[config.mk]
export PLATFORM = sky130hd
export DESIGN_NAME = hbnt_age
export DESIGN_NICKNAME = d
export VERILOG_FILES = /design/src/sv/hbnt_pkg.sv /design/src/sv/hbnt_age.sv
export SDC_FILE = /design/constraint.sdc
export NUM_CORES = 1
export LEC_CHECK = 0
export ABC_AREA = 1
export BUFFER_PORTS_ARGS = -buffer_cell sky130_fd_sc_hd__buf_4
export CELL_PAD_IN_SITES_DETAIL_PLACEMENT = 0
export CELL_PAD_IN_SITES_GLOBAL_PLACEMENT = 2
export CORE_MARGIN = 1
export CORE_UTILIZATION = 28
export DETAILED_ROUTE_END_ITERATION = 8
export PLACE_DENSITY_LB_ADDON = 0.08
export SYNTH_ARGS = -nofsm -noshare
export SYNTH_HDL_FRONTEND = slang
export SYNTH_SLANG_ARGS = --single-unit
[constraint.sdc]
create_clock -name vclk -period 9.26
set_clock_uncertainty 0.15 [all_clocks]
set_input_delay 1.389 -clock vclk [all_inputs]
set_output_delay 1.389 -clock vclk [all_outputs]
set_load 0.02 [all_outputs]
[src/sv/hbnt_pkg.sv]
// Shared constants, types and codes of the heartbeat node table.
package hbnt_pkg;

	localparam int NODE_SLOTS = 128;
	localparam int NODE_BITS  = $clog2(NODE_SLOTS);
	localparam int CNT_BITS   = NODE_BITS + 1;
	localparam int TIME_BITS  = 32;
	localparam int CMP_BITS   = (TIME_BITS > 32) ? TIME_BITS : 32;

	localparam logic [10:0] HB_MASK = 11'h780;
	localparam logic [10:0] HB_BASE = 11'h700;

	localparam logic [31:0] RST_OFFLINE_TO = 32'd3000;
	localparam logic [31:0] RST_DELETE_TO  = 32'd60000;
	localparam logic [7:0]  RST_UNK_CODE   = 8'd255;

	localparam logic [1:0] REG_OFFLINE_TO = 2'd0;
	localparam logic [1:0] REG_DELETE_TO  = 2'd1;
	localparam logic [1:0] REG_UNK_CODE   = 2'd2;

	localparam int IN_W = 64;

	typedef enum logic [1:0] {
		OP_FRAME = 2'd0,
		OP_SCAN  = 2'd1,
		OP_QUERY = 2'd2
	} op_t;

	typedef enum logic [1:0] {
		ST_IDLE,
		ST_QUERY,
		ST_SCAN,
		ST_DONE
	} state_t;

	typedef struct packed {
		logic [7:0]           state;
		logic [TIME_BITS-1:0] last_time;
	} entry_t;

	typedef struct packed {
		logic offline;
		logic expired;
	} age_flags_t;

	typedef struct packed {
		logic [7:0]  deleted_count;
		logic [7:0]  offline_count;
		logic [7:0]  node_total;
		logic [31:0] node_last_time;
		logic [7:0]  node_state;
		logic        node_present;
		logic        was_new;
		logic        frame_accepted;
	} res_t;

	localparam int RES_BITS = $bits(res_t);
	localparam int OUT_W    = ((RES_BITS + 7) / 8) * 8;

endpackage

[src/sv/hbnt_age.sv]
// Age of one table entry and its compare against both timeouts.
module hbnt_age
	import hbnt_pkg::*;
(
	input  logic [TIME_BITS-1:0] now,
	input  logic [TIME_BITS-1:0] last_time,
	input  logic [31:0]          offline_to,
	input  logic [31:0]          delete_to,
	output age_flags_t           flags
);

	logic [TIME_BITS-1:0] age;
	logic [CMP_BITS-1:0]  age_w;

	always_comb begin
		age           = now - last_time;
		age_w         = CMP_BITS'(age);
		flags.offline = age_w > CMP_BITS'(offline_to);
		flags.expired = age_w > CMP_BITS'(delete_to);
	end

endmodule

==> impl_metrics.env, run 1 <==
export IMPL_final_common_cell="nand2_1"
export IMPL_place_gp_congestion=0.8346
export IMPL_wl_met3_um=497
export IMPL_first_pass_iters=6
export IMPL_start_kind="primary input"
export IMPL_worstMarginPinSlew_ns=0.4023
export IMPL_seq_area_um2=0
export IMPL_final_cell_area_um2=5360
export IMPL_fmax_ghz=0.1734
export IMPL_p_comb_share_pct=100.0
export IMPL_status="finished clean"
export IMPL_finalPower_mw=0.3705
export IMPL_ys_types=29
export IMPL_fillers=1618
export IMPL_hpwl_um=12090
export IMPL_top_layer_used="met4"
export IMPL_multiInputGateArea_um2=3373
export IMPL_final_antenna_net_count=0
export IMPL_cp_max_fo=3
export IMPL_min_period_over_period_pct=62.26
export IMPL_wl_per_cell_um=11.79
export IMPL_utilization_pct=37.02
export IMPL_worstPathArrival_ns=4.23
export IMPL_wl_um=12880
export IMPL_setup_tns_final_ns=0
export IMPL_max_slew_margin_pct=73.09
export IMPL_intPower_mw=0.1545
export IMPL_initial_utilization_pct=28.69
export IMPL_postCtsHoldBufs=0
export IMPL_hold_path_class="primary input to output pin"
export IMPL_synth_area_leaders="ha_1 29%, nand2_1 24%, inv_1 19%"
export IMPL_end_kind="output pin"
export IMPL_hold_violations=0
export IMPL_die_area_um2=15330
export IMPL_io_buffer_count=130
export IMPL_finalWorstSetupSlack_ns=3.494
export IMPL_nets=1135
export IMPL_route_layer_met1_wl_um=6878
export IMPL_syn_nets=1003
export IMPL_p_sw_share_pct=58.30
export IMPL_drive_gt1_share_pct=17.49
export IMPL_vdd_ir_drop_max_mv=0.02042
export IMPL_syn_inst=779
export IMPL_drc_errors=0
export IMPL_syn_area_um2=4154
export IMPL_power_leakage_nw=3.578
export IMPL_final_cell_mix="263 x nand2_1, 205 x inv_1, 130 x buf_4, 95 x ha_1, 54 x nor2_1"
export IMPL_design_core_area_um2=14480
export IMPL_pre_cts_ws_ns=3.462
export IMPL_grt_ovfl_total=0
export IMPL_syn2layout_area_growth_pct=29.04
export IMPL_grt_max_degree=7
export IMPL_grt_pass1_vias=4541
export IMPL_fin_cells=1093
export IMPL_drt_iter0_drc=151
export IMPL_cap_viol_max_count=0
export IMPL_rows=44
export IMPL_grt_setup_unrepaired="false"
export IMPL_critical_path_class="primary input to output pin"
export IMPL_die_w_um=123.8
export IMPL_design_seq_count=0
export IMPL_die_h_um=123.8
export IMPL_met2_length_um=5458
export IMPL_power_share_sequential_pct=0
export IMPL_crit_required_ns=7.72
export IMPL_yosysWarnings=0
export IMPL_p_clk_share_pct=0
export IMPL_cts_resized=0
export IMPL_powerDensity_nw_per_um2=69.12
export IMPL_synth_top_area_share_pct=28.61
export IMPL_final_min_clock_period_ns=5.766
export IMPL_io_pins=130
export IMPL_postCtsSetupRepairBufs=0
export IMPL_routed_via_density=4.314
export IMPL_grt_antenna_before_repair=0
export IMPL_synth_top_area_cell="ha_1"
export IMPL_synth_area_per_cell_um2=5.332
export IMPL_cp_startpoint="now[0]"
export IMPL_clockBufferCount=0
export IMPL_track_usage_pct=17.27
export IMPL_setup_violations=0
export IMPL_p_sw_mw=0.2160
export IMPL_dp_cells=1093
export IMPL_whs_ns=3.335
export IMPL_vias=4715
export IMPL_grt_pass1_wl_um=21050
export IMPL_diodes=0
export IMPL_placed_cell_area_um2=5360
export IMPL_cp_endpoint="flags[1]"
export IMPL_slew_viol_final=0
export IMPL_seq_area_frac_synth_pct=0
## per-layer routing
metal	track usage [%]	vias to the layer above
li1	-	2626
met1	25.42	2002
met2	29.13	85
met3	0.5037	2
met4	0.6024	0
met5	0	-
## cell type report
cell class | count | share of cell area (%)
Timing Repair Buffer | 130 | 18.21
Inverter | 208 | 14.57
Multi-Input combinational cell | 571 | 62.93
Tap cell | 184 | 4.295
## cell usage after synthesis, types with 2 or more instances
library cell and count:
nand2_1 263, inv_1 205, ha_1 95, nor2_1 54
a21oi_1 46, nand3_1 34, nand2_2 15, xor2_1 15
nand4_1 10, nor3_1 6, o21ai_0 6, a21o_1 4
inv_2 3, nor2_2 3, and2_1 2, and3b_1 2
nand2_4 2, o21a_1 2, o21bai_1 2
## power groups by stage
stage	Clock [mW]	Sequential (mW)	Combinational, mW
2_1_floorplan	0	0	0.247
3_3_place_gp	0	0	0.368
3_5_place_dp	0	0	0.375
4_1_cts	0	0	0.377
5_1_grt	0	0	0.432
6_report	0	0	0.371
## kinds of logic after synthesis
group	count (synthesis)	synth area share (%)
compound gates	61	7.922
xor+xnor	16	3.374
fa+ha+maj	96	29.10
buf+inv	208	18.80
simple gates	398	40.81
## critical path, cell delays in order
cell and delay [ns]:
buf_4 0.11, inv_1 0.04, ha_1 0.20, inv_1 0.11, fa_1 0.43, nand3_1 0.10, nand3_1 0.12, nand3_1 0.15
nand3b_4 0.12, nand2_2 0.08, nand2_1 0.04, nand2_1 0.05, nand2_1 0.08, ha_1 0.28, nand2_1 0.04, nor2_1 0.17
nand2_1 0.11, nor2_1 0.10, nand2_1 0.06, nand2_1 0.06, nor2_1 0.04, a21oi_1 0.18, buf_4 0.17
## worst min path at each step
| stage | start | depth (start not counted) | endpoint |
|---|---|---|---|
| after global placement | delete_to[0] | 6 | flags[0] |
| after CTS | delete_to[0] | 6 | flags[0] |
| final | delete_to[0] | 6 | flags[0] |
| after detailed placement | delete_to[0] | 6 | flags[0] |
| after global routing | delete_to[0] | 6 | flags[0] |
| after floorplan | offline_to[0] | 4 | flags[1] |
(Power assumes the default switching activity.)
==> inputs of run 2 (changes only) <==
CORE_UTILIZATION = 26   (was 28)
clock period = 5.35 ns   (was 9.26 ns; I/O delays follow)
==> run 2 against run 1 <==
Net effect:
- via count increased by 1.1%
- flip-flop and latch count unchanged
- design area up 0.63%
- critical path depth fell by 2
- worst setup slack lost 2.7 ns
- die area up 7.6%
- wire length increased by 2.9%
- largest power group unchanged
- combinational power grew 74%
- critical path type unchanged
- power up 75%
- non-clock buffer count unchanged
==> impl_metrics.env, run 2 (same netlist as run 1, synthesis figures left out) <==
export IMPL_grt_setup_unrepaired="false"
export IMPL_fillers=1803
export IMPL_setup_violations=0
export IMPL_worstPathArrival_ns=3.64
export IMPL_fin_cells=1120
export IMPL_cts_resized=0
export IMPL_nets=1135
export IMPL_place_gp_congestion=0.8682
export IMPL_cp_startpoint="now[0]"
export IMPL_grt_antenna_before_repair=0
export IMPL_wl_um=13250
export IMPL_diodes=0
export IMPL_first_pass_iters=4
export IMPL_fmax_ghz=0.2179
export IMPL_final_common_cell="nand2_1"
export IMPL_critical_path_class="primary input to output pin"
export IMPL_io_buffer_count=130
export IMPL_die_h_um=128.4
export IMPL_setup_tns_final_ns=0
export IMPL_whs_ns=2.160
export IMPL_powerDensity_nw_per_um2=119.9
export IMPL_dp_cells=1120
export IMPL_die_w_um=128.4
export IMPL_cp_max_fo=3
export IMPL_grt_ovfl_total=0
export IMPL_postCtsHoldBufs=0
export IMPL_postCtsSetupRepairBufs=0
export IMPL_grt_pass1_vias=4626
export IMPL_multiInputGateArea_um2=3373
export IMPL_crit_required_ns=4.40
export IMPL_die_area_um2=16490
export IMPL_final_cell_mix="263 x nand2_1, 205 x inv_1, 130 x buf_4, 95 x ha_1, 54 x nor2_1"
export IMPL_rows=45
export IMPL_grt_pass1_wl_um=21340
export IMPL_slew_viol_final=0
export IMPL_vdd_ir_drop_max_mv=0.03505
export IMPL_end_kind="output pin"
export IMPL_io_pins=130
export IMPL_max_slew_margin_pct=71.38
export IMPL_initial_utilization_pct=27.02
export IMPL_drt_iter0_drc=153
export IMPL_vias=4765
export IMPL_hp_start="delete_to[0]"
export IMPL_min_period_over_period_pct=85.78
export IMPL_hpwl_um=12450
export IMPL_drive_gt1_share_pct=17.49
export IMPL_syn2layout_area_growth_pct=29.85
export IMPL_seq_area_um2=0
export IMPL_finalPower_mw=0.6469
export IMPL_final_antenna_net_count=0
export IMPL_routed_via_density=4.254
export IMPL_design_core_area_um2=15370
export IMPL_status="finished clean"
export IMPL_hold_path_class="primary input to output pin"
export IMPL_power_leakage_nw=3.578
export IMPL_clockBufferCount=0
export IMPL_cp_endpoint="flags[1]"
export IMPL_hold_violations=0
export IMPL_drc_errors=0
export IMPL_worstMarginPinSlew_ns=0.4279
export IMPL_design_seq_count=0
export IMPL_final_min_clock_period_ns=4.589
export IMPL_wl_per_cell_um=11.83
export IMPL_grt_max_degree=7
export IMPL_cap_viol_max_count=0
export IMPL_track_usage_pct=16.06
export IMPL_start_kind="primary input"
-- run 2: power breakdown --
group / internal, mW / switching [mW]
sequential: 0 / 0
clock: 0 / 0
combinational: 0.269 / 0.378
total: 0.269 / 0.378
-- run 2: through the flow --
step	util [%]	setup slack (ns)	cell area (µm²)
after floorplan	-	1.213	4154
after global placement	35.09	0.7432	5394
after detailed placement	35.09	0.7331	5394
after CTS	35.09	0.7255	5394
after global routing	35.09	0.4250	5394
final	35.09	0.7609	5394
-- run 2: worst max-delay path: stages --
cell and delay [ns]:
buf_4 0.11, inv_1 0.04, ha_1 0.17, inv_1 0.10
fa_1 0.42, nand3_1 0.10, nand3_1 0.12, nand3_1 0.15
nand3b_4 0.12, nand2_2 0.08, nand2_1 0.05, nand2_1 0.05
nand2_1 0.09, ha_1 0.29, nand2_1 0.05, nor2_1 0.17
nand2_1 0.10, nor3_1 0.20, nand2_1 0.08, a21oi_1 0.16
buf_4 0.17
-- run 2: per-layer routing --
| layer | track usage (%) | vias to the layer above | share of wire, % |
|---|---|---|---|
| li1 | - | 2629 | - |
| met1 | 23.51 | 2051 | 54 |
| met2 | 27.73 | 85 | 43 |
| met3 | 0.3742 | 0 | 3.1 |
| met4 | 0 | 0 | 0 |
| met5 | 0 | - | 0 |
-- run 2: area by class of cell --
class              instances  area share, %
well taps                211          4.894
inverters                208          14.47
multi-input cells        571          62.54
repair buffers           130          18.09
-- run 2: worst min path at each step --
stage	to	slack, ns	depth (start not counted)
floorplan	flags[1]	1.92	4
global placement	flags[0]	2.17	6
detailed placement	flags[0]	2.17	6
CTS	flags[0]	2.17	6
global route	flags[0]	2.21	6
finish	flags[0]	2.16	6
